<file path="src/sv/sha_pkg.sv">
// Shared types, constants and round functions for the SHA-256 stream hasher.
// No dependencies.
`timescale 1ns / 1ps
package sha_pkg;

    localparam int unsigned BLOCK_WORDS = 16;
    localparam int unsigned ROUNDS      = 64;
    localparam int unsigned LEN_W       = 61;
    localparam logic [LEN_W-1:0] LEN_MAX = {LEN_W{1'b1}};
    localparam logic [7:0] PAD_BYTE     = 8'h80;
    localparam logic [5:0] LEN_SLOT     = 6'd56;

    typedef logic [31:0] word_t;

    // Block kinds handed from the front to the back.
    typedef enum logic [1:0] {
        BLK_DATA  = 2'd0,   // full message block, hash continues
        BLK_FINAL = 2'd1,   // last block of a message, digest follows
        BLK_MID   = 2'd2    // data or padding block before the final one
    } blk_kind_t;

    typedef struct packed {
        logic [511:0] data;
        blk_kind_t    kind;
        logic         overflow;
    } blk_t;

    typedef enum logic [1:0] {
        FE_COLLECT = 2'd0,
        FE_PAD2    = 2'd1
    } fe_state_t;

    typedef enum logic [1:0] {
        BE_IDLE  = 2'd0,
        BE_ROUND = 2'd1,
        BE_ADD   = 2'd2,
        BE_EMIT  = 2'd3
    } be_state_t;

    localparam word_t INIT_H [8] = '{
        32'h6a09e667, 32'hbb67ae85, 32'h3c6ef372, 32'ha54ff53a,
        32'h510e527f, 32'h9b05688c, 32'h1f83d9ab, 32'h5be0cd19
    };

    localparam word_t ROUND_K [64] = '{
        32'h428a2f98, 32'h71374491, 32'hb5c0fbcf, 32'he9b5dba5,
        32'h3956c25b, 32'h59f111f1, 32'h923f82a4, 32'hab1c5ed5,
        32'hd807aa98, 32'h12835b01, 32'h243185be, 32'h550c7dc3,
        32'h72be5d74, 32'h80deb1fe, 32'h9bdc06a7, 32'hc19bf174,
        32'he49b69c1, 32'hefbe4786, 32'h0fc19dc6, 32'h240ca1cc,
        32'h2de92c6f, 32'h4a7484aa, 32'h5cb0a9dc, 32'h76f988da,
        32'h983e5152, 32'ha831c66d, 32'hb00327c8, 32'hbf597fc7,
        32'hc6e00bf3, 32'hd5a79147, 32'h06ca6351, 32'h14292967,
        32'h27b70a85, 32'h2e1b2138, 32'h4d2c6dfc, 32'h53380d13,
        32'h650a7354, 32'h766a0abb, 32'h81c2c92e, 32'h92722c85,
        32'ha2bfe8a1, 32'ha81a664b, 32'hc24b8b70, 32'hc76c51a3,
        32'hd192e819, 32'hd6990624, 32'hf40e3585, 32'h106aa070,
        32'h19a4c116, 32'h1e376c08, 32'h2748774c, 32'h34b0bcb5,
        32'h391c0cb3, 32'h4ed8aa4a, 32'h5b9cca4f, 32'h682e6ff3,
        32'h748f82ee, 32'h78a5636f, 32'h84c87814, 32'h8cc70208,
        32'h90befffa, 32'ha4506ceb, 32'hbef9a3f7, 32'hc67178f2
    };

    function automatic word_t ror(input word_t v, input int unsigned n);
        return (v >> n) | (v << (32 - n));
    endfunction

    function automatic word_t sig0(input word_t v);
        return ror(v, 7) ^ ror(v, 18) ^ (v >> 3);
    endfunction

    function automatic word_t sig1(input word_t v);
        return ror(v, 17) ^ ror(v, 19) ^ (v >> 10);
    endfunction

endpackage

</file>
<file path="src/sv/sha_queue.sv">
// Two-entry block queue between the intake and the compression engine.
// Depends on sha_pkg for the block record.
`timescale 1ns / 1ps
module sha_queue
    import sha_pkg::*;
(
    input  logic clk,
    input  logic rst_n,
    input  logic wr_valid,
    output logic wr_ready,
    input  blk_t wr_blk,
    output logic rd_valid,
    input  logic rd_ready,
    output blk_t rd_blk
);

    blk_t       mem [2];
    logic       wp_reg, rp_reg;
    logic [1:0] cnt_reg;
    logic       push, pop;

    assign wr_ready = (cnt_reg != 2'd2);
    assign rd_valid = (cnt_reg != 2'd0);
    assign push     = wr_valid && wr_ready;
    assign pop      = rd_valid && rd_ready;
    assign rd_blk   = mem[rp_reg];

    always_ff @(posedge clk)
    begin
        if (push) mem[wp_reg] <= wr_blk;
    end

    always_ff @(posedge clk or negedge rst_n)
    begin
        if (!rst_n)
        begin
            wp_reg  <= 1'b0;
            rp_reg  <= 1'b0;
            cnt_reg <= '0;
        end
        else
        begin
            if (push) wp_reg <= ~wp_reg;
            if (pop)  rp_reg <= ~rp_reg;
            cnt_reg <= cnt_reg + 2'(push) - 2'(pop);
        end
    end

endmodule

</file>
<file path="config.mk">
export PLATFORM = sky130hd
export DESIGN_NAME = sha_queue
export DESIGN_NICKNAME = d
export VERILOG_FILES = /design/src/sv/sha_pkg.sv /design/src/sv/sha_queue.sv
export SDC_FILE = /design/constraint.sdc
export NUM_CORES = 1
export LEC_CHECK = 0
export ABC_AREA = 1
export BUFFER_PORTS_ARGS = -buffer_cell sky130_fd_sc_hd__buf_4
export CAP_MARGIN = 10
export CORE_AREA = 2 2 403 405
export DETAILED_ROUTE_END_ITERATION = 8
export DIE_AREA = 0 0 405 407
export PLACE_DENSITY = 0.53
export SLEW_MARGIN = 20
export SYNTH_ARGS = -nofsm -noshare
export SYNTH_HDL_FRONTEND = slang
export SYNTH_SLANG_ARGS = --single-unit
</file>
<file path="constraint.sdc">
create_clock -name clk -period 74.2 [get_ports clk]
set_input_delay 7.42 -clock clk [delete_from_list [all_inputs] [get_ports clk]]
set_output_delay 7.42 -clock clk [all_outputs]
set_load 0.05 [all_outputs]
</file>
==> out/metrics.yaml <==
drv_slew: 0
comb_power_share_pct: 46.0
worst_slack_ns: 62.51
cp_max_fo: 119
p_leak_uw: 0.02120
p_total_uw: 2567
min_from: "wp_reg$_DFFE_PN0N_"
clock.fmax_ghz: 0.08557
grt_max_degree: 179
fin_crit_sh_pct: 15.75
routed_wl_mm: 116.9
die_h_um: 407
status: "finished clean"
post-cts-setup-buffers: 0
pre_cts_slack_ns: 62.83
hpwl_mm: 81.58
clkPwrFrac_pct: 21.6
p_switching_uw: 1174
placementRows: 147
clock_skew_ns: 0.06287
drtIter0Drc: 1831
end_kind: "output port"
cts_tree: "yes"
drt-pass1-iter-count: 7
cts_buffer_depth: 3
critPathKind: "reg -> out"
antenna_found_initial: 18
vias: 24160
yosysUniqueCellTypes: 13
cts_buffers: 114
largest_register_ffs: 1030
yosys_register_bits: 1034
viasPerCell: 4.001
io_pins: 1036
wire_per_inst_um: 19.35
cap_viol_max_count: 0
grt_overflow: 0
hold_buffers: 0
core-area_sq_mm: 0.1602
internal_power_uw: 1393
start_util_pct: 23.46
syn_nets: 3242
gp_congestion: 0.9111
area_growth_pct: 36.72
critPathArrivalTime_ns: 4.27
yosysSeqAreaShare_pct: 82.58
drtAntennaViolNets: 0
drive_above_1_share_pct: 31.36
p_seq_share_pct: 32.4
hold_class: "reg -> reg"
port_buffers: 1035
synth_area_leader_cell: "edfxtp_1"
grt_use_total_pct: 13.32
fin_tns_setup_ns: 0
worst_pin_slew_ns: 1.123
report.final.setup_viol: 0
syn_avg_cell_area_sq_um: 13.81
die_w_um: 405
dieArea_sq_mm: 0.1648
crit_start: "rp_reg$_DFFE_PN0P_"
rsz0062_at_grt: "no"
cts_sinks: 1034
clk_latency_ns: 0.73
cts_resized: 0
syn_inst: 2721
swShare_pct: 45.75
yosys.area.top_type_share_pct: 82.31
path_clk_slew_ns: 0.06
grt_pass1_wl_mm: 159.8
critical_path_required_ns: 66.78
relSlewSlack_pct: 25.14
grt_pass1_vias: 22927
netlist_area_sq_mm: 0.03758
clockRootBuffer: "clkbuf_16"
fin_crit_ns: 11.69
cts_max_level: 3
yosys_warnings: 0
peakVddDrop_v: 0.00003735
synth.area.top_cells: "edfxtp_1 (82%), nand2_1 (16%), buf_2 (0.87%)"
cellPowerDensity_mw_per_mm2: 49.96
reg2reg_from: "cnt_reg[1]$_DFF_PN0_"
layout.nets: 4302
crit_path_start_kind: "flip-flop"
hold_violations: 0
drc: 0
==> cell usage after synthesis <==
cell type / count
clkbuf_1: 15
inv_1: 8
buf_1: 5
nand3_1: 3
dfrtp_1: 4
buf_4: 28
ha_1: 2
buf_6: 1
inv_2: 1
buf_2: 65
nor2_1: 1
edfxtp_1: 1030
nand2_1: 1558
==> worst max-delay path: stages (launching register included) <==
cell and delay (ns):
dfrtp_4 0.73, inv_8 0.68, buf_4 0.71, buf_4 0.72, nand2_1 0.11, nand2_1 0.12, buf_4 0.22
==> layout make-up <==
| type | instances | area, sq um |
|---|---|---|
| Fill cell | 15975 | 108800 |
| Sequential cell | 1034 | 31030 |
| Timing Repair Buffer | 1058 | 7984 |
| Multi-Input combinational cell | 1564 | 5899 |
| Clock buffer | 143 | 2983 |
| Tap cell | 2160 | 2703 |
| Clock inverter | 66 | 710.7 |
| Inverter | 9 | 48.80 |
| Antenna cell | 5 | 12.51 |
==> per-stage QoR <==
step                      instance area, sq um  hold slack (ns)  instances  util, %
after floorplan                          37580           0.4419       2721        -
after global placement                   47660           0.4687       5825    29.75
after detailed placement                 47660           0.4620       5825    29.75
after CTS                                51360           0.4740       6034    32.06
after global routing                     51370           0.5010       6038    32.07
final                                    51370           0.4713       6039    32.07
==> cell usage in the layout, fill, tap and decap left out, drive strengths merged <==
cell / netlist / final
inv: 9 / 12
clkinv: 0 / 53
nand3: 3 / 3
nand2: 1558 / 1558
diode: 0 / 5
dfrtp: 4 / 4
buf: 99 / 1058
ha: 2 / 2
bufinv: 0 / 10
edfxtp: 1030 / 1030
nor2: 1 / 1
clkbuf: 15 / 143
==> power by group through the flow <==
stage	sequential (uW)	clock (uW)	combinational, uW
2_1_floorplan	931	0	790
4_1_cts	831	571	1200
3_5_place_dp	842	0	1200
3_3_place_gp	841	0	1200
6_report	830	555	1180
5_1_grt	841	593	1240
==> final timing paths <==
check | endpoint | slack, ns | cells after the start
max | rd_blk[192] | 62.51 | 6
min | wp_reg$_DFFE_PN0N_ | 0.47 | 2
max reg2reg | mem[0][30]$_DFFE_PP_ | 69.94 | 6
min reg2reg | wp_reg$_DFFE_PN0N_ | 0.47 | 2
max in group asynchronous | rp_reg$_DFFE_PN0P_ | 67.53 | 1
min in group asynchronous | wp_reg$_DFFE_PN0N_ | 6.54 | 1
==> metal layers <==
| metal | vias to the layer above | routed length [um] | global-route usage, % |
|---|---|---|---|
| met3 | 167 | 9718 | 4.462 |
| met4 | 10 | 2907 | 4.006 |
| met5 | - | 74 | 0 |
| met2 | 875 | 59030 | 22.87 |
| met1 | 11765 | 45140 | 15.71 |
| li1 | 11343 | - | - |
==> cells by family (layout without fill, tap and decap cells) <==
logic type / Yosys count / after routing / share of synthesized area (%)
simple gates: 1562 / 1562 / 15.61
flops: 1034 / 1034 / 82.58
buf+inv: 123 / 1276 / 1.745
other cells: 0 / 5 / 0
fa+ha+maj: 2 / 2 / 0.06658
Power figures use the tool's default switching activity.
