### src/sv/sha_pkg.sv
// Shared types, constants and round functions for the SHA-256 stream hasher.
// No dependencies.
`timescale 1ns / 1ps
package sha_pkg;

    localparam int unsigned BLOCK_WORDS = 16;
    localparam int unsigned ROUNDS      = 64;
    localparam int unsigned LEN_W       = 61;
    localparam logic [LEN_W-1:0] LEN_MAX = {LEN_W{1'b1}};
    localparam logic [7:0] PAD_BYTE     = 8'h80;
    localparam logic [5:0] LEN_SLOT     = 6'd56;

    typedef logic [31:0] word_t;

    // Block kinds handed from the front to the back.
    typedef enum logic [1:0] {
        BLK_DATA  = 2'd0,   // full message block, hash continues
        BLK_FINAL = 2'd1,   // last block of a message, digest follows
        BLK_MID   = 2'd2    // data or padding block before the final one
    } blk_kind_t;

    typedef struct packed {
        logic [511:0] data;
        blk_kind_t    kind;
        logic         overflow;
    } blk_t;

    typedef enum logic [1:0] {
        FE_COLLECT = 2'd0,
        FE_PAD2    = 2'd1
    } fe_state_t;

    typedef enum logic [1:0] {
        BE_IDLE  = 2'd0,
        BE_ROUND = 2'd1,
        BE_ADD   = 2'd2,
        BE_EMIT  = 2'd3
    } be_state_t;

    localparam word_t INIT_H [8] = '{
        32'h6a09e667, 32'hbb67ae85, 32'h3c6ef372, 32'ha54ff53a,
        32'h510e527f, 32'h9b05688c, 32'h1f83d9ab, 32'h5be0cd19
    };

    localparam word_t ROUND_K [64] = '{
        32'h428a2f98, 32'h71374491, 32'hb5c0fbcf, 32'he9b5dba5,
        32'h3956c25b, 32'h59f111f1, 32'h923f82a4, 32'hab1c5ed5,
        32'hd807aa98, 32'h12835b01, 32'h243185be, 32'h550c7dc3,
        32'h72be5d74, 32'h80deb1fe, 32'h9bdc06a7, 32'hc19bf174,
        32'he49b69c1, 32'hefbe4786, 32'h0fc19dc6, 32'h240ca1cc,
        32'h2de92c6f, 32'h4a7484aa, 32'h5cb0a9dc, 32'h76f988da,
        32'h983e5152, 32'ha831c66d, 32'hb00327c8, 32'hbf597fc7,
        32'hc6e00bf3, 32'hd5a79147, 32'h06ca6351, 32'h14292967,
        32'h27b70a85, 32'h2e1b2138, 32'h4d2c6dfc, 32'h53380d13,
        32'h650a7354, 32'h766a0abb, 32'h81c2c92e, 32'h92722c85,
        32'ha2bfe8a1, 32'ha81a664b, 32'hc24b8b70, 32'hc76c51a3,
        32'hd192e819, 32'hd6990624, 32'hf40e3585, 32'h106aa070,
        32'h19a4c116, 32'h1e376c08, 32'h2748774c, 32'h34b0bcb5,
        32'h391c0cb3, 32'h4ed8aa4a, 32'h5b9cca4f, 32'h682e6ff3,
        32'h748f82ee, 32'h78a5636f, 32'h84c87814, 32'h8cc70208,
        32'h90befffa, 32'ha4506ceb, 32'hbef9a3f7, 32'hc67178f2
    };

    function automatic word_t ror(input word_t v, input int unsigned n);
        return (v >> n) | (v << (32 - n));
    endfunction

    function automatic word_t sig0(input word_t v);
        return ror(v, 7) ^ ror(v, 18) ^ (v >> 3);
    endfunction

    function automatic word_t sig1(input word_t v);
        return ror(v, 17) ^ ror(v, 19) ^ (v >> 10);
    endfunction

endpackage

### src/sv/sha_stream_if.sv


interface sha_out_if;
    logic        valid;
    logic        ready;
    logic [31:0] digest_word;
    logic [2:0]  word_index;
    logic        final_word;
    logic        length_overflow;
    modport source (output valid, digest_word, word_index, final_word, length_overflow,
                    input ready);
    modport sink   (input valid, digest_word, word_index, final_word, length_overflow,
                    output ready);
endinterface

### src/sv/sha_core.sv
// Compression engine: one round per cycle, then the digest word run after a final block.
// Depends on sha_pkg; reads blocks from the queue and drives the output channel.
`timescale 1ns / 1ps
module sha_core
    import sha_pkg::*;
(
    input  logic clk,
    input  logic rst_n,
    input  logic blk_valid,
    output logic blk_ready,
    input  blk_t blk,
    sha_out_if.source out_ch
);

    be_state_t  state_reg, state_next;
    word_t      h_reg [8];
    word_t      v_reg [8];
    word_t      w_reg [16];
    logic [5:0] rnd_reg;
    logic [2:0] idx_reg;
    blk_kind_t  kind_reg;
    logic       ovf_reg;

    word_t t1, t2, wnew, e, a;

    always_comb
    begin
        e    = v_reg[4];
        a    = v_reg[0];
        t1   = v_reg[7] + (ror(e, 6) ^ ror(e, 11) ^ ror(e, 25)) +
               ((e & v_reg[5]) ^ (~e & v_reg[6])) + ROUND_K[rnd_reg] + w_reg[0];
        t2   = (ror(a, 2) ^ ror(a, 13) ^ ror(a, 22)) +
               ((a & v_reg[1]) ^ (a & v_reg[2]) ^ (v_reg[1] & v_reg[2]));
        wnew = w_reg[0] + sig0(w_reg[1]) + w_reg[9] + sig1(w_reg[14]);
    end

    always_comb
    begin
        state_next = state_reg;
        unique case (state_reg)
            BE_IDLE:  if (blk_valid) state_next = BE_ROUND;
            BE_ROUND: if (rnd_reg == 6'(ROUNDS - 1)) state_next = BE_ADD;
            BE_ADD:   state_next = (kind_reg == BLK_FINAL) ? BE_EMIT : BE_IDLE;
            BE_EMIT:  if (out_ch.ready && idx_reg == 3'd7) state_next = BE_IDLE;
            default:  state_next = BE_IDLE;
        endcase
    end

    always_comb
    begin
        blk_ready              = (state_reg == BE_IDLE);
        out_ch.valid           = (state_reg == BE_EMIT);
        out_ch.digest_word     = h_reg[idx_reg];
        out_ch.word_index      = idx_reg;
        out_ch.final_word      = (idx_reg == 3'd7);
        out_ch.length_overflow = ovf_reg;
    end

    always_ff @(posedge clk or negedge rst_n)
    begin
        if (!rst_n)
        begin
            state_reg <= BE_IDLE;
            rnd_reg   <= '0;
            idx_reg   <= '0;
            h_reg     <= INIT_H;
        end
        else
        begin
            state_reg <= state_next;
            unique case (state_reg)
                BE_IDLE:  rnd_reg <= '0;
                BE_ROUND: rnd_reg <= rnd_reg + 6'd1;
                BE_ADD:
                begin
                    idx_reg <= '0;
                    for (int i = 0; i < 8; i++) h_reg[i] <= h_reg[i] + v_reg[i];
                end
                BE_EMIT:
                    if (out_ch.ready)
                    begin
                        idx_reg <= idx_reg + 3'd1;
                        if (idx_reg == 3'd7) h_reg <= INIT_H;
                    end
                default: ;
            endcase
        end
    end

    always_ff @(posedge clk)
    begin
        if (state_reg == BE_IDLE && blk_valid)
        begin
            for (int i = 0; i < 16; i++) w_reg[i] <= blk.data[511 - 32*i -: 32];
            v_reg    <= h_reg;
            kind_reg <= blk.kind;
            ovf_reg  <= blk.overflow;
        end
        else if (state_reg == BE_ROUND)
        begin
            for (int i = 0; i < 15; i++) w_reg[i] <= w_reg[i+1];
            w_reg[15] <= wnew;
            v_reg[7] <= v_reg[6];
            v_reg[6] <= v_reg[5];
            v_reg[5] <= v_reg[4];
            v_reg[4] <= v_reg[3] + t1;
            v_reg[3] <= v_reg[2];
            v_reg[2] <= v_reg[1];
            v_reg[1] <= v_reg[0];
            v_reg[0] <= t1 + t2;
        end
    end

endmodule

### src/flat_wrapper.sv
// flat-port wrapper written by rule: the top's interface ports become plain ports
module sha_core_flat import sha_pkg::*;
  (clk, rst_n, blk_valid, blk_ready, blk, out_ch_valid, out_ch_digest_word, out_ch_word_index, out_ch_final_word, out_ch_length_overflow, out_ch_ready);
  sha_out_if out_ch_i ();
  input  logic clk;
  input  logic rst_n;
  input  logic blk_valid;
  output logic blk_ready;
  input  blk_t blk;
  output wire logic [$bits(out_ch_i.valid)-1:0] out_ch_valid;
  output wire logic [$bits(out_ch_i.digest_word)-1:0] out_ch_digest_word;
  output wire logic [$bits(out_ch_i.word_index)-1:0] out_ch_word_index;
  output wire logic [$bits(out_ch_i.final_word)-1:0] out_ch_final_word;
  output wire logic [$bits(out_ch_i.length_overflow)-1:0] out_ch_length_overflow;
  input wire logic [$bits(out_ch_i.ready)-1:0] out_ch_ready;
  assign out_ch_valid = out_ch_i.valid;
  assign out_ch_digest_word = out_ch_i.digest_word;
  assign out_ch_word_index = out_ch_i.word_index;
  assign out_ch_final_word = out_ch_i.final_word;
  assign out_ch_length_overflow = out_ch_i.length_overflow;
  assign out_ch_i.ready = out_ch_ready;
  sha_core u_core (.clk(clk), .rst_n(rst_n), .blk_valid(blk_valid), .blk_ready(blk_ready), .blk(blk), .out_ch(out_ch_i));
endmodule
### config.mk
export PLATFORM = sky130hd
export DESIGN_NAME = sha_core_flat
export DESIGN_NICKNAME = d
export VERILOG_FILES = /design/src/sv/sha_pkg.sv /design/src/sv/sha_stream_if.sv /design/src/sv/sha_core.sv /design/src/flat_wrapper.sv
export SDC_FILE = /design/constraint.sdc
export NUM_CORES = 2
export LEC_CHECK = 0
export BUFFER_PORTS_ARGS = -buffer_cell sky130_fd_sc_hd__buf_2
export CELL_PAD_IN_SITES_DETAIL_PLACEMENT = 1
export CELL_PAD_IN_SITES_GLOBAL_PLACEMENT = 1
export CORE_AREA = 10 10 517 367
export CTS_CLUSTER_DIAMETER = 40
export DETAILED_ROUTE_END_ITERATION = 10
export DIE_AREA = 0 0 527 377
export PLACE_DENSITY = 0.71
export SYNTH_ARGS = -nofsm -noshare
export SYNTH_HDL_FRONTEND = slang
export SYNTH_SLANG_ARGS = --single-unit
### constraint.sdc
create_clock -name clk -period 28.5 [get_ports clk]
set_input_delay 8.55 -clock clk [delete_from_list [all_inputs] [get_ports clk]]
set_output_delay 8.55 -clock clk [all_outputs]
set_load 0.03 [all_outputs]
==> flow_metrics.env <==
export IMPL_status="completed"
export IMPL_clockBufferDepth=3
export IMPL_rr_startpoint="u_core.rnd_reg[2]"
export IMPL_async_reset_ff_share_pct=25.7
export IMPL_setup_viol=0
export IMPL_routedWlPerCell_um=27.9
export IMPL_cp_required_ns=19.95
export IMPL_final_hold_viol_count=0
export IMPL_drive_gt1_share_pct=14.2
export IMPL_clk_pin_slew_ns=0.05
export IMPL_synth_distinct_cells=90
export IMPL_reg2regPathDepth=36
export IMPL_coreArea_um2=179000
export IMPL_dr_pass1_iters=5
export IMPL_fin_skew_ns=0.0573
export IMPL_dieArea_um2=199000
export IMPL_drv_slew=0
export IMPL_most_common_layout_cells="nand2_1 (2499), edfxtp_1 (771), buf_2 (556)"
export IMPL_ctsHoldBuffers=0
export IMPL_criticalPathCategory="reg2out"
export IMPL_setup_tns_ns=0
export IMPL_start_util_pct=39.9
export IMPL_clock_sinks=1038
export IMPL_grt_max_degree=204
export IMPL_grt_pass1_wl_mm=436
export IMPL_avgSynthCellArea_um2=9.15
export IMPL_initialDrtViolationCount=6969
export IMPL_cap_violations=0
export IMPL_wirelength_mm=301
export IMPL_max_slew_margin_rel_pct=4.45
export IMPL_syn_inst=7808
export IMPL_max_freq_mhz=81.0
export IMPL_nets=9338
export IMPL_grt_pass1_vias=62643
export IMPL_crit_path_top_delay_cell="dfrtp_4"
export IMPL_rrSetupSlack_ns=17.44
export IMPL_grt_overflow_total=0
export IMPL_grt_util_all_layers_pct=29.2
export IMPL_yosysSeqAreaShare_pct=42.0
export IMPL_end_kind="output pin"
export IMPL_rsz0062_at_grt="no"
export IMPL_worstSetupStartpoint="u_core.out_ch.word_index[0]"
export IMPL_cp_start_kind="register"
export IMPL_areaGrowthSynthToFinish_pct=15.2
export IMPL_crit_family="buffers and inverters"
export IMPL_dp_hpwl_mm=230
export IMPL_regArea_um2=30000
export IMPL_fillers=20499
export IMPL_cts_made_buffers=166
export IMPL_final_common_cell="nand2_1"
export IMPL_grt_antenna_before_repair=38
export IMPL_path_buf_inv=2
export IMPL_htree_levels=4
export IMPL_clock_latency_ns=0.83
export IMPL_synth_edf_count=771
export IMPL_period_minus_slack_ns=12.34
export IMPL_synth_seq_cells=1038
export IMPL_syn_area_um2=71400
export IMPL_core_rowCount=130
export IMPL_multi_input_area_um2=39000
export IMPL_cts_setup_buffers=0
export IMPL_hold_class="reg2reg"
export IMPL_viasPerCell=5.78
export IMPL_path_cells="buf_4 -> mux4_2 -> nand2_1 -> nand2_1 -> buf_2"
export IMPL_r2r_end="u_core.a[31]"
export IMPL_syn_nets=8917
export IMPL_die_w_um=527
export IMPL_post_cts_resized=0
export IMPL_fin_crit_sh_pct=43.3
export IMPL_largest_register_ffs=512
export IMPL_cp_data_arrival_time_ns=3.79
export IMPL_yosys_warnings=0
export IMPL_detail_route_antenna_nets=0
export IMPL_crit_top_cell="nand2_1"
export IMPL_port_buffers=557
export IMPL_drcViolationCount=0
export IMPL_cp_max_fo=35
export IMPL_gp_congestion=0.968
export IMPL_die_y_um=377
export IMPL_worstMarginPinSlew_ns=1.41
export IMPL_endpoint="out_ch_digest_word[28]"
export IMPL_cts_tree="yes"
export IMPL_io_pins=558
export IMPL_cp_slowest_stage_delay_ns=0.88
export IMPL_num_vias=62229
export IMPL_critical_path_depth=5
export IMPL_root_buffer="clkbuf_16"
export IMPL_ys_flop_type="edfxtp_1"
==> logic make-up (layout without fill, tap and decap cells) <==
kind of cell | count (synthesis) | after routing | share of synthesized area (%)
simple gates | 3280 | 3280 | 18.5
other cells | 0 | 18 | 0
flops | 1038 | 1038 | 42.0
xor+xnor | 570 | 570 | 7.01
buf+inv | 665 | 1228 | 3.49
compound gates | 1531 | 1531 | 13.5
fa+ha+maj | 613 | 613 | 12.7
mux | 111 | 111 | 2.81
==> cell type report <==
class / count / share of cell area (%)
multi-input combinational: 6105 / 47.4
inverter: 278 / 1.28
timing repair buffer: 640 / 4.26
tap: 2376 / 3.61
antenna: 18 / 0.0548
clock buffer: 194 / 5.37
clock inverter: 116 / 1.54
sequential: 1038 / 36.5
==> how the worst min path moves through the flow <==
| stage | from | to | slack, ns | cells after the start |
|---|---|---|---|---|
| 3_3_place_gp | u_core.w_reg[0][215] | u_core.w_reg[0][183] | 0.49 | 2 |
| 4_1_cts | u_core.w_reg[0][168] | u_core.w_reg[0][136] | 0.51 | 2 |
| 2_1_floorplan | u_core.h_reg[223] | u_core.h_reg[223] | 0.48 | 2 |
| 5_1_grt | u_core.w_reg[0][400] | u_core.w_reg[0][368] | 0.53 | 2 |
| 6_report | u_core.w_reg[0][286] | u_core.w_reg[0][254] | 0.51 | 2 |
| 3_5_place_dp | u_core.w_reg[0][150] | u_core.w_reg[0][118] | 0.49 | 2 |
==> worst register-to-register path, delay by kind of cell (launching register included) <==
kind / cells / cell delay (ns)
buffers and inverters: 7 / 1.52
DFF: 1 / 0.34
adders and majority gates: 7 / 3.30
xor gates and xnor gates: 3 / 0.89
and+or+nand+nor: 4 / 1.14
AOI/OAI and AO/OA: 15 / 3.60
==> cells in the mapped netlist (9+ instances only) <==
cell type,count,area [um2]
a211o_1,14,123
a211oi_1,45,338
a21boi_0,13,97.6
a21o_1,165,1240
a21oi_1,484,2420
a22o_1,22,193
a311oi_1,13,114
a31oi_1,49,307
a32o_1,13,130
and2_1,20,125
and3_1,29,181
buf_1,36,135
clkbuf_1,351,1320
dfrtp_1,131,3280
dfstp_2,136,3570
edfxtp_1,771,23200
fa_1,195,3900
ha_1,395,4940
inv_1,274,1030
maj3_1,23,230
mux2i_1,35,350
mux4_2,71,1600
nand2_1,2502,9390
nand2b_1,75,469
nand3_1,76,380
nand4_1,19,119
nor2_1,369,1390
nor2b_1,44,275
nor3_1,63,315
nor4_1,12,75.1
o211ai_1,38,285
o21a_1,52,390
o21ai_0,384,1920
o21ai_1,11,55.1
o21bai_1,40,300
o221ai_1,10,87.6
o22a_1,18,158
o311ai_0,10,87.6
o31ai_1,34,255
o41ai_1,9,78.8
or2_2,13,81.3
or3_1,24,150
xnor2_1,360,3150
xor2_1,209,1830
==> stage by stage <==
step | cells | instance area (um2) | util [%] | setup slack, ns | hold WS (ns)
6_report | 10765 | 82300 | 45.9 | 16.16 | 0.509
5_1_grt | 10761 | 82300 | 45.9 | 15.98 | 0.528
4_1_cts | 10747 | 82200 | 45.9 | 16.12 | 0.508
3_5_place_dp | 10437 | 76500 | 42.7 | 16.60 | 0.494
3_3_place_gp | 10437 | 76500 | 42.7 | 16.66 | 0.490
2_1_floorplan | 7808 | 71400 | - | 1.31 | 0.483
==> layer usage <==
layer / vias to the layer above / wire length (um) / track usage [%]
met5: - / 77 / 0
met1: 31677 / 136000 / 42.2
met4: 12 / 8590 / 8.03
met3: 386 / 28200 / 7.92
met2: 2375 / 128000 / 43.0
li1: 27779 / - / -
Power is not shown: default switching activity piles up to over one toggle a cycle in this logic, so the estimate is an artifact.
