File: src/sv/sha_pkg.sv
// Shared types, constants and round functions for the SHA-256 stream hasher.
// No dependencies.
`timescale 1ns / 1ps
package sha_pkg;

    localparam int unsigned BLOCK_WORDS = 16;
    localparam int unsigned ROUNDS      = 64;
    localparam int unsigned LEN_W       = 61;
    localparam logic [LEN_W-1:0] LEN_MAX = {LEN_W{1'b1}};
    localparam logic [7:0] PAD_BYTE     = 8'h80;
    localparam logic [5:0] LEN_SLOT     = 6'd56;

    typedef logic [31:0] word_t;

    // Block kinds handed from the front to the back.
    typedef enum logic [1:0] {
        BLK_DATA  = 2'd0,   // full message block, hash continues
        BLK_FINAL = 2'd1,   // last block of a message, digest follows
        BLK_MID   = 2'd2    // data or padding block before the final one
    } blk_kind_t;

    typedef struct packed {
        logic [511:0] data;
        blk_kind_t    kind;
        logic         overflow;
    } blk_t;

    typedef enum logic [1:0] {
        FE_COLLECT = 2'd0,
        FE_PAD2    = 2'd1
    } fe_state_t;

    typedef enum logic [1:0] {
        BE_IDLE  = 2'd0,
        BE_ROUND = 2'd1,
        BE_ADD   = 2'd2,
        BE_EMIT  = 2'd3
    } be_state_t;

    localparam word_t INIT_H [8] = '{
        32'h6a09e667, 32'hbb67ae85, 32'h3c6ef372, 32'ha54ff53a,
        32'h510e527f, 32'h9b05688c, 32'h1f83d9ab, 32'h5be0cd19
    };

    localparam word_t ROUND_K [64] = '{
        32'h428a2f98, 32'h71374491, 32'hb5c0fbcf, 32'he9b5dba5,
        32'h3956c25b, 32'h59f111f1, 32'h923f82a4, 32'hab1c5ed5,
        32'hd807aa98, 32'h12835b01, 32'h243185be, 32'h550c7dc3,
        32'h72be5d74, 32'h80deb1fe, 32'h9bdc06a7, 32'hc19bf174,
        32'he49b69c1, 32'hefbe4786, 32'h0fc19dc6, 32'h240ca1cc,
        32'h2de92c6f, 32'h4a7484aa, 32'h5cb0a9dc, 32'h76f988da,
        32'h983e5152, 32'ha831c66d, 32'hb00327c8, 32'hbf597fc7,
        32'hc6e00bf3, 32'hd5a79147, 32'h06ca6351, 32'h14292967,
        32'h27b70a85, 32'h2e1b2138, 32'h4d2c6dfc, 32'h53380d13,
        32'h650a7354, 32'h766a0abb, 32'h81c2c92e, 32'h92722c85,
        32'ha2bfe8a1, 32'ha81a664b, 32'hc24b8b70, 32'hc76c51a3,
        32'hd192e819, 32'hd6990624, 32'hf40e3585, 32'h106aa070,
        32'h19a4c116, 32'h1e376c08, 32'h2748774c, 32'h34b0bcb5,
        32'h391c0cb3, 32'h4ed8aa4a, 32'h5b9cca4f, 32'h682e6ff3,
        32'h748f82ee, 32'h78a5636f, 32'h84c87814, 32'h8cc70208,
        32'h90befffa, 32'ha4506ceb, 32'hbef9a3f7, 32'hc67178f2
    };

    function automatic word_t ror(input word_t v, input int unsigned n);
        return (v >> n) | (v << (32 - n));
    endfunction

    function automatic word_t sig0(input word_t v);
        return ror(v, 7) ^ ror(v, 18) ^ (v >> 3);
    endfunction

    function automatic word_t sig1(input word_t v);
        return ror(v, 17) ^ ror(v, 19) ^ (v >> 10);
    endfunction

endpackage

File: src/sv/sha_stream_if.sv
// Valid/ready channel interfaces for byte input and digest word output.
// Uses plain logic vectors; no dependencies.
`timescale 1ns / 1ps
interface sha_in_if;
    logic       valid;
    logic       ready;
    logic [7:0] data_byte;
    logic       byte_valid;
    logic       end_of_message;
    modport source (output valid, data_byte, byte_valid, end_of_message, input ready);
    modport sink   (input valid, data_byte, byte_valid, end_of_message, output ready);
endinterface


File: src/sv/sha_front.sv
// Byte intake: gathers bytes into a block, counts length, applies padding.
// Depends on sha_pkg; hands finished blocks to the block queue.
`timescale 1ns / 1ps
module sha_front
    import sha_pkg::*;
(
    input  logic clk,
    input  logic rst_n,
    sha_in_if.sink in_ch,
    output logic blk_valid,
    input  logic blk_ready,
    output blk_t blk
);

    fe_state_t        state_reg, state_next;
    logic [511:0]     buf_reg, buf_next;
    logic [5:0]       fill_reg, fill_next;
    logic [LEN_W-1:0] len_reg, len_next;
    logic             ovf_reg, ovf_next;
    logic [63:0]      bits_reg, bits_next;

    logic             take;
    logic [6:0]       pos;
    logic [511:0]     work;
    logic [LEN_W-1:0] len_new;
    logic             ovf_new;
    logic [63:0]      bitlen;

    // Byte i of the block sits at bits 511-8i downward.
    function automatic logic [511:0] put_byte(input logic [511:0] b, input logic [5:0] i,
                                              input logic [7:0] v);
        logic [511:0] r;
        r = b;
        r[511 - 8*i -: 8] = v;
        return r;
    endfunction

    // Clear every byte at position i and above.
    function automatic logic [511:0] clear_from(input logic [511:0] b, input logic [6:0] i);
        logic [511:0] mask;
        if (i >= 7'd64) mask = '1;
        else if (i == 7'd0) mask = '0;
        else mask = ~({512{1'b1}} >> (10'(i) * 10'd8));
        return b & mask;
    endfunction

    always_comb
    begin
        take    = in_ch.valid && in_ch.ready;
        len_new = len_reg;
        ovf_new = ovf_reg;
        if (in_ch.byte_valid)
        begin
            if (len_reg == LEN_MAX) ovf_new = 1'b1;
            else len_new = len_reg + 1'b1;
        end
        bitlen = {len_new, 3'b000};
    end

    always_comb
    begin
        state_next = state_reg;
        unique case (state_reg)
            FE_COLLECT:
                if (take && in_ch.end_of_message)
                begin
                    // Pad byte lands past slot 55, or in a new block, when no room is left for the length.
                    if ((in_ch.byte_valid ? 7'(fill_reg) + 7'd1 : 7'(fill_reg)) >= 7'd56)
                        state_next = FE_PAD2;
                end
            FE_PAD2:
                if (blk_ready) state_next = FE_COLLECT;
            default: state_next = FE_COLLECT;
        endcase
    end

    always_comb
    begin
        in_ch.ready = (state_reg == FE_COLLECT) && blk_ready;
        blk_valid   = 1'b0;
        blk         = '{data: buf_reg, kind: BLK_DATA, overflow: ovf_reg};
        buf_next    = buf_reg;
        fill_next   = fill_reg;
        len_next    = len_reg;
        ovf_next    = ovf_reg;
        bits_next   = bits_reg;
        pos         = 7'(fill_reg);
        work        = buf_reg;
        unique case (state_reg)
            FE_COLLECT:
                if (take)
                begin
                    if (in_ch.byte_valid)
                    begin
                        work = put_byte(work, fill_reg, in_ch.data_byte);
                        pos  = 7'(fill_reg) + 7'd1;
                    end
                    len_next  = len_new;
                    ovf_next  = ovf_new;
                    buf_next  = work;
                    fill_next = pos[5:0];
                    if (in_ch.end_of_message)
                    begin
                        if (pos == 7'd64)
                        begin
                            // Full data block first; padding follows in its own block.
                            blk_valid = 1'b1;
                            blk = '{data: work, kind: BLK_MID, overflow: ovf_new};
                            bits_next = bitlen;
                            buf_next  = {PAD_BYTE, 504'd0};
                        end
                        else
                        begin
                            work = put_byte(work, pos[5:0], PAD_BYTE);
                            work = clear_from(work, pos + 7'd1);
                            if (pos + 7'd1 > 7'(LEN_SLOT))
                            begin
                                blk_valid = 1'b1;
                                blk = '{data: work, kind: BLK_MID, overflow: ovf_new};
                                bits_next = bitlen;
                                buf_next  = '0;
                            end
                            else
                            begin
                                work[63:0] = bitlen;
                                blk_valid = 1'b1;
                                blk = '{data: work, kind: BLK_FINAL, overflow: ovf_new};
                                len_next = '0;
                                ovf_next = 1'b0;
                            end
                        end
                        fill_next = '0;
                    end
                    else if (pos == 7'd64)
                    begin
                        blk_valid = 1'b1;
                        blk = '{data: work, kind: BLK_DATA, overflow: ovf_new};
                    end
                end
            FE_PAD2:
            begin
                blk_valid = 1'b1;
                blk = '{data: {buf_reg[511:64], bits_reg}, kind: BLK_FINAL, overflow: ovf_reg};
                if (blk_ready)
                begin
                    len_next = '0;
                    ovf_next = 1'b0;
                end
            end
            default: ;
        endcase
    end

    always_ff @(posedge clk or negedge rst_n)
    begin
        if (!rst_n)
        begin
            state_reg <= FE_COLLECT;
            fill_reg  <= '0;
            len_reg   <= '0;
            ovf_reg   <= 1'b0;
        end
        else
        begin
            state_reg <= state_next;
            fill_reg  <= fill_next;
            len_reg   <= len_next;
            ovf_reg   <= ovf_next;
        end
    end

    always_ff @(posedge clk)
    begin
        buf_reg  <= buf_next;
        bits_reg <= bits_next;
    end

endmodule

File: src/flat_wrapper.sv
// flat-port wrapper written by rule: the top's interface ports become plain ports
module sha_front_flat import sha_pkg::*;
  (clk, rst_n, blk_valid, blk_ready, blk, in_ch_valid, in_ch_data_byte, in_ch_byte_valid, in_ch_end_of_message, in_ch_ready);
  sha_in_if in_ch_i ();
  input  logic clk;
  input  logic rst_n;
  output logic blk_valid;
  input  logic blk_ready;
  output blk_t blk;
  input wire logic [$bits(in_ch_i.valid)-1:0] in_ch_valid;
  input wire logic [$bits(in_ch_i.data_byte)-1:0] in_ch_data_byte;
  input wire logic [$bits(in_ch_i.byte_valid)-1:0] in_ch_byte_valid;
  input wire logic [$bits(in_ch_i.end_of_message)-1:0] in_ch_end_of_message;
  output wire logic [$bits(in_ch_i.ready)-1:0] in_ch_ready;
  assign in_ch_i.valid = in_ch_valid;
  assign in_ch_i.data_byte = in_ch_data_byte;
  assign in_ch_i.byte_valid = in_ch_byte_valid;
  assign in_ch_i.end_of_message = in_ch_end_of_message;
  assign in_ch_ready = in_ch_i.ready;
  sha_front u_core (.clk(clk), .rst_n(rst_n), .in_ch(in_ch_i), .blk_valid(blk_valid), .blk_ready(blk_ready), .blk(blk));
endmodule
File: config.mk
export PLATFORM = sky130hd
export DESIGN_NAME = sha_front_flat
export DESIGN_NICKNAME = d
export VERILOG_FILES = /design/src/sv/sha_pkg.sv /design/src/sv/sha_stream_if.sv /design/src/sv/sha_front.sv /design/src/flat_wrapper.sv
export SDC_FILE = /design/constraint.sdc
export NUM_CORES = 2
export LEC_CHECK = 0
export CORE_AREA = 2 2 347 349
export CTS_CLUSTER_SIZE = 25
export DETAILED_ROUTE_END_ITERATION = 10
export DIE_AREA = 0 0 349 351
export DONT_BUFFER_PORTS = 1
export GPL_ROUTABILITY_DRIVEN = 0
export PLACE_DENSITY = 0.55
export SYNTH_ARGS = -nofsm -noshare
export SYNTH_HDL_FRONTEND = slang
export SYNTH_SLANG_ARGS = --single-unit
File: constraint.sdc
create_clock -name clk -period 27.5 [get_ports clk]
set_clock_uncertainty 0.2 [all_clocks]
set_input_delay 0 -clock clk [delete_from_list [all_inputs] [get_ports clk]]
set_output_delay 0 -clock clk [all_outputs]
set_load 0.02 [all_outputs]
==> reports/summary.md <==
## Routing
• **Routed wire per std cell** 29.0 um
• **Pre-Repair DR Iteration Count** 11
• **Iter 0 DRT Violations** 5226
• **DRC violation count after routing** 4
• **mean number of vias per cell** 6.07
• **post-detailed-routing wire length** 184 mm
• **total via count in the routed design** 38700
• **Routed Antenna Nets** 0

## Finish
• **Filler cells** 12200
• **fraction of layout instances using a drive strength above 1** 0.0657
• **flip-flop count of the largest register after layout** 512
• **post-route cell area** 0.0446 mm^2
• **Final Net Count** 4774
• **Synth-to-Final Area Change** 11.4%

## STA
• **unrepaired setup endpoints after global routing** no
• **worst hold slack** 0.0176 ns
• **maximum achievable frequency** 0.140 GHz
• **Final Hold Vio Count** 0
• **number of max-slew violations in the final report** 0
• **number of setup violations in the final report** 0
• **share of the clock period used by the worst path** 0.260
• **Post-Route Setup TNS** 0 ns
• **tightest slew margin relative to the limit** 0.0206
• **time the worst path needs with I/O delays and setup** 7.14 ns
• **transition at the pin with the smallest max-transition slack** 1.46 ns

## Floorplan
• **# rows** 127
• **placeable core area** 0.119 mm^2
• **Die Height** 351 um
• **die boundary width** 349 um
• **area enclosed by the die boundary** 0.122 mm^2
• **initial core utilization** 0.336
• **I/O pin count** 531

## Yosys
• **proportion of synthesized chip area in sequential cells** 0.473
• **post-synthesis adder-cell area fraction** 0.00500
• **Avg Inst Size Synth** 8.29 um^2
• **xor/xnor cell area share of the yosys netlist** 0.0170
• **post-synthesis async set-or-reset flop share** 0.107
• **Synth Net Count** 4861
• **top flip-flop cell by instance count after synthesis** edfxtp_1
• **number of instances in the synthesized netlist** 4831
• **number of flip-flops and latches in the synthesized netlist** 642
• **compound-cell area share of the yosys netlist** 0.238
• **fraction of synthesized area in multiplexers** 0.00150
• **number of warning messages in the yosys log** 0
• **cell area after technology mapping** 0.0400 mm^2
• **area share of and/or/nand/nor cells after synthesis** 0.229
• **main combinational cell family by area after synthesis** compound AO/OA/AOI/OAI gates
• **synth unique cells** 99
• **number of flops mapped to enable cells by yosys** 573

## Power and ir drop
• **maximum vdd ir drop** 0.0442 mV
• **power density over cell area** 57.4 mW/mm^2
• **static leakage** 15.2 nW

## Worst setup path
• **Worst EP required** 27.30 ns
• **critical setup path kind** flip-flop to output port
• **maximum fanout count along the critical path** 20
• **kind of capture point of the worst setup path** output port
• **critical path's largest stage delay** 1.14 ns
• **standard cell with the maximum stage delay on the critical path** o31ai_1
• **Setup crit start kind** flip-flop
• **CP Data Arrival Time** 6.94 ns
• **list of cells traversed by the critical path** inv_1 -> ha_1 -> mux2i_1 -> inv_1 -> ha_1 -> and4_1 -> a32o_1 -> nor2_1 -> o21ai_2 -> nand3_1 -> buf_4 -> nand2_1 -> o31ai_1 -> nand2_1 -> o21ai_0

## Global routing
• **wire length of the first global-routing pass** 258 mm
• **number of global-route vias before repair** 34800
• **GRT overflow** 0
• **pin count of the biggest net entering global routing** 171
• **number of antenna violations at the first check in global routing** 5
• **global-route usage over all layers** 0.288

## Hold path
• **class of the worst hold path** primary input to output port

## Run
• **maximum capacitance violations** 0

## Clock tree
• **buffer levels on the longest clock path** 3
• **clock buffer count from CTS** 80
• **total number of H-tree levels** 3
• **Root Buffer Master** clkbuf_16
• **Clock Sinks** 642
• **CTS tree** done
• **register clock-pin slew on the reported worst setup and hold paths** 0.06 ns
• **worst skew pair latency** 0.68 ns

## Place
• **count of input and output buffers** 0
• **Post-DP Area** 0.0415 mm^2
• **Detail Placement HPWL** 125 mm

## Status
• **violations in the final reports** DRC
• **run status** finished, violations left

==> cell type report <==
type                    instances  area (um^2)  area share
repair buffers                122         1140      0.0255
clock inverters                36          355     0.00797
inverters                      58          225     0.00505
flip-flops and latches        642        18900       0.425
multi-input cells            3840        19700       0.442
clock buffers                 110         2230      0.0499
diodes                         14         35.0    0.000786
well taps                    1548         1940      0.0435
==> stage by stage <==
stage	instances	setup WS (ns)	util	total power [mW]
4_1_cts	6356	20.54	0.374	2.56
2_1_floorplan	4831	9.80	-	1.38
6_report	6370	20.36	0.375	2.56
5_1_grt	6363	20.09	0.374	2.63
3_3_place_gp	6179	21.24	0.349	1.47
3_5_place_dp	6179	21.01	0.349	1.47
==> layout by cell type, fill, tap and decap left out, types with 14 or more instances in the layout <==
| cell type | n |
|---|---|
| xor2_1 | 27 |
| xnor2_1 | 35 |
| nor2_1 | 1154 |
| a31oi_1 | 29 |
| or3_1 | 17 |
| buf_4 | 89 |
| diode_2 | 14 |
| clkbuf_16 | 81 |
| o31ai_1 | 26 |
| o211ai_1 | 22 |
| dlygate4sd3_1 | 22 |
| and2_1 | 18 |
| clkbuf_1 | 20 |
| a221o_1 | 19 |
| o221ai_1 | 23 |
| a22o_1 | 33 |
| nand3_1 | 81 |
| o2bb2ai_1 | 127 |
| dfrtp_1 | 68 |
| ha_1 | 16 |
| o22ai_1 | 17 |
| nor3_1 | 40 |
| inv_1 | 56 |
| nand2_1 | 716 |
| a21oi_1 | 598 |
| edfxtp_1 | 573 |
| o21ai_1 | 87 |
| a32o_1 | 39 |
| nor2b_1 | 20 |
| o21ai_0 | 369 |
| a22oi_1 | 22 |
| a21o_1 | 23 |
| nand4_1 | 41 |
| nand2b_1 | 20 |
==> path summary, 6_finish.rpt <==
kind	from	end	slack (ns)	depth (start not counted)
max	u_core.fill_reg[0]	blk[372]	20.36	15
min	blk_ready	in_ch_ready	0.02	1
max reg2reg	u_core.fill_reg[0]	u_core.buf_reg[219]	20.75	15
min reg2reg	u_core.ovf_reg	u_core.ovf_reg	0.32	2
max in group asynchronous	rst_n	u_core.state_reg[0]	26.37	4
min in group asynchronous	rst_n	u_core.len_reg[30]	0.34	4
==> cell usage after synthesis (20+ instances only) <==
cell,count,area [um^2]
nor2_1,1160,4350
nand2_1,720,2700
a21oi_1,598,2990
edfxtp_1,573,17200
o21ai_0,371,1860
clkbuf_1,182,683
o2bb2ai_1,127,1110
buf_2,91,455
o21ai_1,87,435
nand3_1,81,405
dfrtp_1,69,1730
inv_1,57,214
nor3_1,44,220
nand4_1,41,257
a32o_1,39,390
xnor2_1,35,307
a22o_1,33,289
a31oi_1,30,188
xor2_1,27,236
o31ai_1,26,195
a21o_1,23,173
o221ai_1,23,201
a22oi_1,22,165
o211ai_1,22,165
nand2b_1,20,125
nor2b_1,20,125
==> per-layer routing <==
| metal | vias to the layer above | global-route usage | part of all wire |
|---|---|---|---|
| met5 | - | 0.00667 | 0 |
| met4 | 0 | 0.134 | 0.049 |
| met3 | 376 | 0.0961 | 0.12 |
| met2 | 2141 | 0.439 | 0.44 |
| met1 | 18900 | 0.366 | 0.39 |
| li1 | 17300 | - | - |
==> timing repair <==
item / in CTS / in global routing
gates resized for setup: 0 / 0
hold endpoints to repair: 676 / 0
hold buffers: 31 / 0
setup buffers: 0 / 0
==> critical path: cells and delay by family, from the launching register on <==
kind | cells | cell delay, ns
AOI/OAI and AO/OA | 4 | 1.92
adders and majority gates | 2 | 0.80
buffers and inverters | 3 | 0.75
DFF | 1 | 0.85
muxes | 1 | 0.29
and+or+nand+nor | 5 | 1.65
==> kinds of logic after synthesis <==
kind of cell	count (synthesis)
multiplexers	6
XOR/XNOR	69
buffers and inverters	349
flip-flops	642
AND/OR/NAND/NOR	2202
AO/OA/AOI/OAI	1547
adder cells (fa/ha/maj)	16
==> power by group <==
| part | switching [mW] | internal [mW] | leakage, nW |
|---|---|---|---|
| logic | 0.279 | 0.0770 | 7.72 |
| clock network | 0.458 | 0.623 | 1.26 |
| registers | 0.0214 | 1.10 | 6.21 |
| total | 0.758 | 1.80 | 15.2 |
No activity file was read; power rests on OpenSTA's default activity.
